File: src/rtl/core/fcrc_pkg.sv
`timescale 1ns / 1ps
// Shared types, constants and the CRC-32 byte step for the frame receiver.
package fcrc_pkg;

    localparam int SIZE_BYTES   = 4;
    localparam int NAME_BYTES   = 12;
    localparam int HDR_BYTES    = SIZE_BYTES + NAME_BYTES;
    localparam int HDR_IDX_W    = $clog2(HDR_BYTES);
    localparam int RECORD_EXTRA = 21;
    localparam int LEN_W        = 32;
    localparam int MAXLEN_W     = 25;
    localparam int COUNT_W      = 25;
    localparam int OFFSET_W     = 24;
    localparam int SIZE_W       = 25;
    localparam int CRC_W        = 32;
    localparam int QUEUE_DEPTH  = 4;
    localparam int QPTR_W       = $clog2(QUEUE_DEPTH);

    localparam logic [CRC_W-1:0]    CRC_POLY       = 32'hEDB88320;
    localparam logic [CRC_W-1:0]    CRC_ONES       = 32'hFFFFFFFF;
    localparam logic [MAXLEN_W-1:0] MAX_LENGTH_RST = 25'd16777216;

    typedef enum logic [1:0] {
        KIND_STORE  = 2'd0,
        KIND_DONE   = 2'd1,
        KIND_REJECT = 2'd2
    } kind_t;

    typedef enum logic [1:0] {
        CMD_STORE,
        CMD_STORE_DONE,
        CMD_DONE,
        CMD_REJECT
    } cmd_t;

    typedef struct packed {
        cmd_t                cmd;
        logic [OFFSET_W-1:0] offset;
        logic [7:0]          data;
        logic [CRC_W-1:0]    crc;
        logic [SIZE_W-1:0]   size;
    } entry_t;

    typedef struct packed {
        logic   valid;
        entry_t entry;
    } push_t;

    function automatic logic [CRC_W-1:0] crc_byte(input logic [CRC_W-1:0] crc,
                                                 input logic [7:0] b);
        logic [CRC_W-1:0] c;
        c = crc ^ {24'd0, b};
        for (int k = 0; k < 8; k++)
        begin
            c = c[0] ? (CRC_POLY ^ (c >> 1)) : (c >> 1);
        end
        return c;
    endfunction

endpackage

File: src/rtl/core/fcrc_if.sv
`timescale 1ns / 1ps
// Valid/ready channel interfaces for input words and result words.
interface fcrc_in_if;
    logic       valid;
    logic       ready;
    logic       op;
    logic [7:0] data_byte;

    modport source (output valid, output op, output data_byte, input ready);
    modport sink (input valid, input op, input data_byte, output ready);
endinterface

interface fcrc_out_if;
    logic                            valid;
    logic                            ready;
    fcrc_pkg::kind_t                 kind;
    logic [fcrc_pkg::OFFSET_W-1:0]   offset;
    logic [7:0]                      content_byte;
    logic [fcrc_pkg::CRC_W-1:0]      file_crc;
    logic [fcrc_pkg::SIZE_W-1:0]     stored_size;
    logic                            last;

    modport source (output valid, output kind, output offset, output content_byte,
                    output file_crc, output stored_size, output last, input ready);
    modport sink (input valid, input kind, input offset, input content_byte,
                  input file_crc, input stored_size, input last, output ready);
endinterface

File: src/rtl/core/fcrc_front.sv
`timescale 1ns / 1ps
// Front end: header parsing, length check, running CRC and command generation.
module fcrc_front #(
    parameter int MAX_FILE_BYTES = 16777216
) (
    input  logic                           clk,
    input  logic                           rst_n,
    fcrc_in_if.sink                        stream,
    input  logic                           cfg_we,
    input  logic [fcrc_pkg::MAXLEN_W-1:0]  cfg_wdata,
    input  logic                           q_full,
    output fcrc_pkg::push_t                push
);
    import fcrc_pkg::*;

    typedef enum logic [1:0] {
        PH_HEADER,
        PH_DATA,
        PH_DONE,
        PH_REJECT
    } phase_t;

    localparam logic [HDR_IDX_W-1:0] HDR_LAST  = HDR_IDX_W'(HDR_BYTES - 1);
    localparam logic [HDR_IDX_W-1:0] SIZE_END  = HDR_IDX_W'(SIZE_BYTES);
    localparam logic [LEN_W-1:0]     FILE_CAP  = LEN_W'(MAX_FILE_BYTES);

    phase_t               phase_reg, phase_next;
    logic [HDR_IDX_W-1:0] hidx_reg, hidx_next;
    logic [LEN_W-1:0]     len_reg, len_next;
    logic                 carry_reg, carry_next;
    logic                 name_ended_reg, name_ended_next;
    logic [COUNT_W-1:0]   count_reg, count_next;
    logic [CRC_W-1:0]     crc_reg, crc_next;
    logic [MAXLEN_W-1:0]  max_length_reg;

    logic                 accept;
    logic [8:0]           size_sum;
    logic                 name_zero;
    logic [7:0]           feed;
    logic [CRC_W-1:0]     crc_a;
    logic [CRC_W-1:0]     crc_b;
    logic [LEN_W-1:0]     limit;
    logic [COUNT_W-1:0]   count_inc;
    logic [SIZE_W-1:0]    rec_size;

    assign stream.ready = !q_full;
    assign accept       = stream.valid && !q_full;

    always_comb
    begin
        size_sum  = {1'b0, stream.data_byte} + ((hidx_reg == '0) ? 9'(RECORD_EXTRA) : 9'd0)
                    + {8'd0, carry_reg};
        name_zero = name_ended_reg || (stream.data_byte == 8'd0);
        if (phase_reg == PH_HEADER && hidx_reg < SIZE_END)
        begin
            feed = size_sum[7:0];
        end
        else if (phase_reg == PH_HEADER && name_zero)
        begin
            feed = 8'd0;
        end
        else
        begin
            feed = stream.data_byte;
        end
        crc_a     = crc_byte(crc_reg, feed);
        crc_b     = crc_byte(crc_a, 8'd0);
        limit     = ({7'd0, max_length_reg} > FILE_CAP) ? FILE_CAP : {7'd0, max_length_reg};
        count_inc = count_reg + COUNT_W'(1);
        rec_size  = len_reg[SIZE_W-1:0] + SIZE_W'(RECORD_EXTRA);

        phase_next      = phase_reg;
        hidx_next       = hidx_reg;
        len_next        = len_reg;
        carry_next      = carry_reg;
        name_ended_next = name_ended_reg;
        count_next      = count_reg;
        crc_next        = crc_reg;
        push            = '0;
        push.entry.cmd  = CMD_STORE;

        if (accept)
        begin
            if (stream.op)
            begin
                phase_next      = PH_HEADER;
                hidx_next       = '0;
                len_next        = '0;
                carry_next      = 1'b0;
                name_ended_next = 1'b0;
                count_next      = '0;
                crc_next        = CRC_ONES;
            end
            else
            begin
                unique case (phase_reg)
                    PH_HEADER:
                    begin
                        crc_next = crc_a;
                        if (hidx_reg < SIZE_END)
                        begin
                            len_next[8*hidx_reg[1:0] +: 8] = stream.data_byte;
                            carry_next = size_sum[8];
                        end
                        else if (name_zero)
                        begin
                            name_ended_next = 1'b1;
                        end
                        if (hidx_reg == HDR_LAST)
                        begin
                            crc_next  = crc_b;
                            hidx_next = '0;
                            if (len_reg > limit)
                            begin
                                phase_next     = PH_REJECT;
                                push.valid     = 1'b1;
                                push.entry.cmd = CMD_REJECT;
                            end
                            else if (len_reg == '0)
                            begin
                                phase_next      = PH_DONE;
                                push.valid      = 1'b1;
                                push.entry.cmd  = CMD_DONE;
                                push.entry.crc  = crc_b ^ CRC_ONES;
                                push.entry.size = rec_size;
                            end
                            else
                            begin
                                phase_next = PH_DATA;
                                count_next = '0;
                            end
                        end
                        else
                        begin
                            hidx_next = hidx_reg + HDR_IDX_W'(1);
                        end
                    end
                    PH_DATA:
                    begin
                        crc_next          = crc_a;
                        count_next        = count_inc;
                        push.valid        = 1'b1;
                        push.entry.offset = count_reg[OFFSET_W-1:0];
                        push.entry.data   = stream.data_byte;
                        if ({7'd0, count_inc} >= len_reg)
                        begin
                            phase_next      = PH_DONE;
                            push.entry.cmd  = CMD_STORE_DONE;
                            push.entry.crc  = crc_a ^ CRC_ONES;
                            push.entry.size = rec_size;
                        end
                    end
                    PH_DONE, PH_REJECT:
                    begin
                    end
                endcase
            end
        end
    end

    always_ff @(posedge clk or negedge rst_n)
    begin
        if (!rst_n)
        begin
            phase_reg      <= PH_HEADER;
            hidx_reg       <= '0;
            len_reg        <= '0;
            carry_reg      <= 1'b0;
            name_ended_reg <= 1'b0;
            count_reg      <= '0;
            crc_reg        <= CRC_ONES;
            max_length_reg <= MAX_LENGTH_RST;
        end
        else
        begin
            phase_reg      <= phase_next;
            hidx_reg       <= hidx_next;
            len_reg        <= len_next;
            carry_reg      <= carry_next;
            name_ended_reg <= name_ended_next;
            count_reg      <= count_next;
            crc_reg        <= crc_next;
            if (cfg_we)
            begin
                max_length_reg <= cfg_wdata;
            end
        end
    end

endmodule

File: src/rtl/core/fcrc_queue.sv
`timescale 1ns / 1ps
// Short command queue between the front end and the result stage.
module fcrc_queue (
    input  logic             clk,
    input  logic             rst_n,
    input  fcrc_pkg::push_t  push,
    input  logic             pop,
    output logic             full,
    output logic             q_valid,
    output fcrc_pkg::entry_t head
);
    import fcrc_pkg::*;

    entry_t            mem [QUEUE_DEPTH];
    logic [QPTR_W-1:0] wptr_reg, wptr_next;
    logic [QPTR_W-1:0] rptr_reg, rptr_next;
    logic [QPTR_W:0]   count_reg, count_next;
    logic              do_pop;

    assign full    = (count_reg == (QPTR_W+1)'(QUEUE_DEPTH));
    assign q_valid = (count_reg != '0);
    assign head    = mem[rptr_reg];
    assign do_pop  = pop && q_valid;

    always_comb
    begin
        wptr_next  = push.valid ? wptr_reg + QPTR_W'(1) : wptr_reg;
        rptr_next  = do_pop ? rptr_reg + QPTR_W'(1) : rptr_reg;
        count_next = count_reg + (QPTR_W+1)'(push.valid) - (QPTR_W+1)'(do_pop);
    end

    always_ff @(posedge clk)
    begin
        if (push.valid)
        begin
            mem[wptr_reg] <= push.entry;
        end
    end

    always_ff @(posedge clk or negedge rst_n)
    begin
        if (!rst_n)
        begin
            wptr_reg  <= '0;
            rptr_reg  <= '0;
            count_reg <= '0;
        end
        else
        begin
            wptr_reg  <= wptr_next;
            rptr_reg  <= rptr_next;
            count_reg <= count_next;
        end
    end

endmodule

File: src/rtl/core/fcrc_back.sv
`timescale 1ns / 1ps
// Result stage: expand queued commands into result words behind an output register.
module fcrc_back (
    input  logic             clk,
    input  logic             rst_n,
    input  logic             q_valid,
    input  fcrc_pkg::entry_t head,
    output logic             pop,
    fcrc_out_if.source       result
);
    import fcrc_pkg::*;

    typedef enum logic {
        BK_FIRST,
        BK_SECOND
    } half_t;

    half_t               half_reg, half_next;
    logic                valid_reg, valid_next;
    kind_t               kind_reg, kind_next;
    logic [OFFSET_W-1:0] offset_reg, offset_next;
    logic [7:0]          byte_reg, byte_next;
    logic [CRC_W-1:0]    crc_reg, crc_next;
    logic [SIZE_W-1:0]   size_reg, size_next;
    logic                last_reg, last_next;
    logic                load;

    assign load = !valid_reg || result.ready;

    always_comb
    begin
        half_next   = half_reg;
        valid_next  = valid_reg;
        kind_next   = kind_reg;
        offset_next = offset_reg;
        byte_next   = byte_reg;
        crc_next    = crc_reg;
        size_next   = size_reg;
        last_next   = last_reg;
        pop         = 1'b0;
        if (load)
        begin
            valid_next  = q_valid;
            offset_next = '0;
            byte_next   = '0;
            crc_next    = '0;
            size_next   = '0;
            last_next   = 1'b1;
            kind_next   = KIND_STORE;
            if (q_valid)
            begin
                pop = 1'b1;
                unique case (head.cmd)
                    CMD_STORE:
                    begin
                        offset_next = head.offset;
                        byte_next   = head.data;
                    end
                    CMD_STORE_DONE:
                    begin
                        if (half_reg == BK_FIRST)
                        begin
                            offset_next = head.offset;
                            byte_next   = head.data;
                            last_next   = 1'b0;
                            half_next   = BK_SECOND;
                            pop         = 1'b0;
                        end
                        else
                        begin
                            kind_next = KIND_DONE;
                            crc_next  = head.crc;
                            size_next = head.size;
                            half_next = BK_FIRST;
                        end
                    end
                    CMD_DONE:
                    begin
                        kind_next = KIND_DONE;
                        crc_next  = head.crc;
                        size_next = head.size;
                    end
                    CMD_REJECT:
                    begin
                        kind_next = KIND_REJECT;
                    end
                endcase
            end
        end
    end

    always_ff @(posedge clk or negedge rst_n)
    begin
        if (!rst_n)
        begin
            half_reg   <= BK_FIRST;
            valid_reg  <= 1'b0;
            kind_reg   <= KIND_STORE;
            offset_reg <= '0;
            byte_reg   <= '0;
            crc_reg    <= '0;
            size_reg   <= '0;
            last_reg   <= 1'b0;
        end
        else
        begin
            half_reg   <= half_next;
            valid_reg  <= valid_next;
            kind_reg   <= kind_next;
            offset_reg <= offset_next;
            byte_reg   <= byte_next;
            crc_reg    <= crc_next;
            size_reg   <= size_next;
            last_reg   <= last_next;
        end
    end

    assign result.valid        = valid_reg;
    assign result.kind         = kind_reg;
    assign result.offset       = offset_reg;
    assign result.content_byte = byte_reg;
    assign result.file_crc     = crc_reg;
    assign result.stored_size  = size_reg;
    assign result.last         = last_reg;

endmodule

File: src/rtl/core/file_frame_receiver_crc32.sv
`timescale 1ns / 1ps
// Top level of the length-prefixed frame receiver with CRC-32.
// A stream word's result passes through the command queue, then the output register.
// Throughput: one stream word per cycle while the command queue is not full; the final content
// byte yields two result words, both drained through the single result register.
// Reset clears parsing state, the CRC to all ones, the queue and the output register,
// and sets max_length to 16777216.
module file_frame_receiver_crc32 #(
    parameter int MAX_FILE_BYTES = 16777216
) (
    input  logic                          clk,
    input  logic                          rst_n,
    fcrc_in_if.sink                       stream,
    fcrc_out_if.source                    result,
    input  logic                          cfg_we,
    input  logic [fcrc_pkg::MAXLEN_W-1:0] cfg_wdata
);
    import fcrc_pkg::*;

    push_t  push;
    entry_t head;
    logic   q_full;
    logic   q_valid;
    logic   pop;

    fcrc_front #(
        .MAX_FILE_BYTES (MAX_FILE_BYTES)
    ) u_front (
        .clk       (clk),
        .rst_n     (rst_n),
        .stream    (stream),
        .cfg_we    (cfg_we),
        .cfg_wdata (cfg_wdata),
        .q_full    (q_full),
        .push      (push)
    );

    fcrc_queue u_queue (
        .clk     (clk),
        .rst_n   (rst_n),
        .push    (push),
        .pop     (pop),
        .full    (q_full),
        .q_valid (q_valid),
        .head    (head)
    );

    fcrc_back u_back (
        .clk     (clk),
        .rst_n   (rst_n),
        .q_valid (q_valid),
        .head    (head),
        .pop     (pop),
        .result  (result)
    );

endmodule
File: src/flat_wrapper.sv
// flat-port wrapper written by rule: the top's interface ports become plain ports
module file_frame_receiver_crc32_flat import fcrc_pkg::*;
#(
    parameter int MAX_FILE_BYTES = 16777216
)
  (clk, rst_n, cfg_we, cfg_wdata, stream_valid, stream_op, stream_data_byte, stream_ready, result_valid, result_kind, result_offset, result_content_byte, result_file_crc, result_stored_size, result_last, result_ready);
  fcrc_in_if stream_i ();
  fcrc_out_if result_i ();
  input  logic clk;
  input  logic rst_n;
  input  logic cfg_we;
  input  logic [fcrc_pkg::MAXLEN_W-1:0] cfg_wdata;
  input wire logic [$bits(stream_i.valid)-1:0] stream_valid;
  input wire logic [$bits(stream_i.op)-1:0] stream_op;
  input wire logic [$bits(stream_i.data_byte)-1:0] stream_data_byte;
  output wire logic [$bits(stream_i.ready)-1:0] stream_ready;
  output wire logic [$bits(result_i.valid)-1:0] result_valid;
  output wire logic [$bits(result_i.kind)-1:0] result_kind;
  output wire logic [$bits(result_i.offset)-1:0] result_offset;
  output wire logic [$bits(result_i.content_byte)-1:0] result_content_byte;
  output wire logic [$bits(result_i.file_crc)-1:0] result_file_crc;
  output wire logic [$bits(result_i.stored_size)-1:0] result_stored_size;
  output wire logic [$bits(result_i.last)-1:0] result_last;
  input wire logic [$bits(result_i.ready)-1:0] result_ready;
  assign stream_i.valid = stream_valid;
  assign stream_i.op = stream_op;
  assign stream_i.data_byte = stream_data_byte;
  assign stream_ready = stream_i.ready;
  assign result_valid = result_i.valid;
  assign result_kind = result_i.kind;
  assign result_offset = result_i.offset;
  assign result_content_byte = result_i.content_byte;
  assign result_file_crc = result_i.file_crc;
  assign result_stored_size = result_i.stored_size;
  assign result_last = result_i.last;
  assign result_i.ready = result_ready;
  file_frame_receiver_crc32 #(.MAX_FILE_BYTES(MAX_FILE_BYTES)) u_core (.clk(clk), .rst_n(rst_n), .stream(stream_i), .result(result_i), .cfg_we(cfg_we), .cfg_wdata(cfg_wdata));
endmodule
File: config.mk
export PLATFORM = sky130hd
export DESIGN_NAME = file_frame_receiver_crc32_flat
export DESIGN_NICKNAME = d
export VERILOG_FILES = /design/src/rtl/core/fcrc_pkg.sv /design/src/rtl/core/fcrc_if.sv /design/src/rtl/core/fcrc_front.sv /design/src/rtl/core/fcrc_queue.sv /design/src/rtl/core/fcrc_back.sv /design/src/rtl/core/file_frame_receiver_crc32.sv /design/src/flat_wrapper.sv
export SDC_FILE = /design/constraint.sdc
export NUM_CORES = 1
export LEC_CHECK = 0
export BUFFER_PORTS_ARGS = -buffer_cell sky130_fd_sc_hd__clkbuf_2
export CORE_AREA = 2 2 333 335
export DETAILED_ROUTE_END_ITERATION = 8
export DIE_AREA = 0 0 335 337
export HOLD_SLACK_MARGIN = 0.05
export PLACE_DENSITY_LB_ADDON = 0.12
export SETUP_SLACK_MARGIN = 0.02
export SYNTH_ARGS = -nofsm -noshare
export SYNTH_HDL_FRONTEND = slang
export SYNTH_SLANG_ARGS = --single-unit
export TNS_END_PERCENT = 10
File: constraint.sdc
create_clock -name clk -period 10.68 [get_ports clk]
set_input_delay 0 -clock clk [delete_from_list [all_inputs] [get_ports clk]]
set_output_delay 0 -clock clk [all_outputs]
set_load 0.005 [all_outputs]
==> flow_metrics.env <==
export IMPL_area_growth_pct=19.8
export IMPL_ios=133
export IMPL_cts_buffers=75
export IMPL_fp_dieW_um=335
export IMPL_clockBufferDepth=3
export IMPL_endpoint_kind="register"
export IMPL_synth_seq_cells=587
export IMPL_place_detailed_hpwl_um=54900
export IMPL_seq_area_sq_um=16600
export IMPL_drive_above_1_share_pct=22.5
export IMPL_die_h_um=337
export IMPL_critPathKind="reg -> reg"
export IMPL_r2r_start="u_core.u_front.max_length_reg[21]"
export IMPL_vias=16500
export IMPL_critPathLaunch="u_core.u_front.max_length_reg[21]"
export IMPL_hold_viol=0
export IMPL_syn_cell_area_sq_um=27200
export IMPL_start_kind="register"
export IMPL_synth_top_area_share_pct=40.2
export IMPL_crit_chain="nor4_1, nand4_1, o21ai_1, nand2_1, ha_1, nand2_1, nor3_1, and3_1, o21a_1, o21ai_0, a31oi_1, o21ai_0, a21oi_1, and2_4, buf_4"
export IMPL_cts_htree_levels=3
export IMPL_gr_total_overflow=0
export IMPL_r2r_end="u_core.u_queue.mem[1][81]"
export IMPL_critPathMaxStageDelay_ps=840
export IMPL_synth_edf_count=364
export IMPL_min_period_ps=6310
export IMPL_cp_max_fo=59
export IMPL_wl_per_cell_um=23.4
export IMPL_cts_sinks=587
export IMPL_core_rowCount=122
export IMPL_grt_util_met1_pct=21.3
export IMPL_maxCapViolations=0
export IMPL_largest_reg_flops=364
export IMPL_slew_viol_final=0
export IMPL_port_buffers=132
export IMPL_grt_first_pass_wirelength_um=122000
export IMPL_globalRouteMet2Util_pct=22.5
export IMPL_antenna_found_initial=5
export IMPL_cp_arrival_ps=6560
export IMPL_start_util_pct=24.8
export IMPL_post_cts_resize_count=0
export IMPL_syn_nets=1970
export IMPL_top_usage_layer="met2"
export IMPL_min_path_type="in -> reg"
export IMPL_final_common_cell="edfxtp_1"
export IMPL_path_clk_slew_ps=60
export IMPL_fin_crit_sh_pct=59.1
export IMPL_skew_ps=32.9
export IMPL_fin_tns_setup_ps=0
export IMPL_postSynthCellCount=1859
export IMPL_yosysSeqAreaShare_pct=60.9
export IMPL_multi_input_area_sq_um=10100
export IMPL_cp_slowest_cell="buf_4"
export IMPL_synth_area_top_cells="edfxtp_1 (40%), dfrtp_1 (17%), mux4_2 (7.5%), a22o_1 (3.8%), xnor2_1 (3.5%)"
export IMPL_fillers=11000
export IMPL_regMostFlops="u_core.u_queue.mem"
export IMPL_hold_start="stream_valid"
export IMPL_reg2reg_depth=15
export IMPL_clock_latency_ps=640
export IMPL_ys_warn_count=0
export IMPL_holdWs_ps=86.9
export IMPL_synthArstFlopShare_pct=38.0
export IMPL_max_slew_worst_pin_slew_ps=1160
export IMPL_grt_pass1_vias=17200
export IMPL_met3_usage_pct=2.66
export IMPL_cts_root_buf="clkbuf_16"
export IMPL_clock_fmax_ghz=0.158
export IMPL_status="completed"
export IMPL_synth_ff_type="edfxtp_1"
export IMPL_first_pass_iters=7
export IMPL_final_nets=2140
export IMPL_ant_nets=0
export IMPL_rrSetupSlack_ps=4370
export IMPL_drtIter0Drc=1028
export IMPL_required_ps=10920
export IMPL_viasPerCell=4.68
export IMPL_drt_total_wl_um=82300
export IMPL_synth_top_cell_by_area="edfxtp_1"
export IMPL_cp_endpoint="u_core.u_queue.mem[1][81]"
export IMPL_coreArea_sq_um=110000
export IMPL_die_area_sq_um=113000
export IMPL_synth_cell_types=76
export IMPL_place_gp_congestion=0.781
export IMPL_maxSlewHeadroom_pct=22.1
export IMPL_setup_viol=0
export IMPL_syn_area_per_cell_sq_um=14.6
export IMPL_grt_setup_unrepaired="false"
export IMPL_route_detailed_drc=0
export IMPL_grt_max_degree=76
export IMPL_mostFrequentLayoutCells="edfxtp_1 (364), dfrtp_1 (188), clkbuf_2 (131), nand2_1 (128), a22o_1 (118)"
export IMPL_antenna_cells=0
export IMPL_tritoncts="done"
export IMPL_track_usage_pct=14.7
-- repair_timing --
| item | in CTS | in global routing |
|---|---|---|
| buffers inserted | 0 | 0 |
| hold buffers | 41 | 0 |
| endpoints found under the setup margin | 0 | 0 |
| endpoints found under the hold margin | 180 | 0 |
-- worst min-delay path by stage --
stage,slack [ps],depth (start not counted),end
after detailed placement,60,1,u_core.u_front.max_length_reg[7]
after CTS,60,3,u_core.u_front.hidx_reg[1]
after global placement,60,1,u_core.u_front.max_length_reg[16]
after floorplan,-300,0,u_core.u_back.half_reg
after global routing,110,3,u_core.u_front.hidx_reg[1]
final,90,3,u_core.u_front.phase_reg[1]
-- cells in the mapped netlist, types with 25 or more instances --
master,instances
a21o_1,25
a21oi_1,26
a22o_1,118
and2_1,45
clkbuf_1,85
dfrtp_1,190
dfstp_2,33
edfxtp_1,364
ha_1,70
inv_1,45
mux2_2,30
mux4_2,91
nand2_1,128
nor2_1,82
nor3_1,42
o21ai_0,55
xnor2_1,109
xor2_1,47
-- kinds of logic (layout without fill, tap and decap cells) --
family / Yosys count / after routing / share of synthesized area, %
AO/OA/AOI/OAI: 339 / 339 / 9.50
multiplexers: 127 / 127 / 9.01
XOR/XNOR: 192 / 192 / 8.06
flip-flops: 587 / 587 / 60.9
buffers and inverters: 148 / 379 / 2.11
adder cells (fa/ha/maj): 72 / 72 / 3.37
AND/OR/NAND/NOR: 394 / 394 / 7.04
-- per-stage QoR --
stage / setup slack (ps) / instances / util (%) / cell area [sq um]
2_1_floorplan: 4920 / 1859 / - / 27200
3_3_place_gp: 4330 / 3337 / 26.9 / 29500
3_5_place_dp: 4250 / 3337 / 26.9 / 29500
4_1_cts: 4210 / 3516 / 29.7 / 32600
5_1_grt: 3900 / 3516 / 29.7 / 32600
6_report: 4370 / 3516 / 29.7 / 32600
-- worst max-delay path, delay by kind of cell, from the launching register on --
kind / cells / cell delay [ps]
adders and majority gates: 1 / 340
DFF: 1 / 400
AOI/OAI and AO/OA: 6 / 2300
buffers and inverters: 1 / 840
and+or+nand+nor: 7 / 1930
-- cell type report --
class | instances | share of cell area (%)
Tap cell | 1426 | 5.48
Multi-Input combinational cell | 1124 | 31.1
Clock inverter | 43 | 1.71
Clock buffer | 95 | 6.47
Timing Repair Buffer | 195 | 3.88
Sequential cell | 587 | 50.9
Inverter | 46 | 0.530
-- routing by layer --
layer | vias up | share of wire (%)
met3 | 77 | 4.5
met5 | - | 0
met2 | 366 | 45
met4 | 0 | 1.5
li1 | 7444 | -
met1 | 8565 | 49
Power is not shown: default switching activity piles up to over one toggle a cycle in this logic, so the estimate is an artifact.
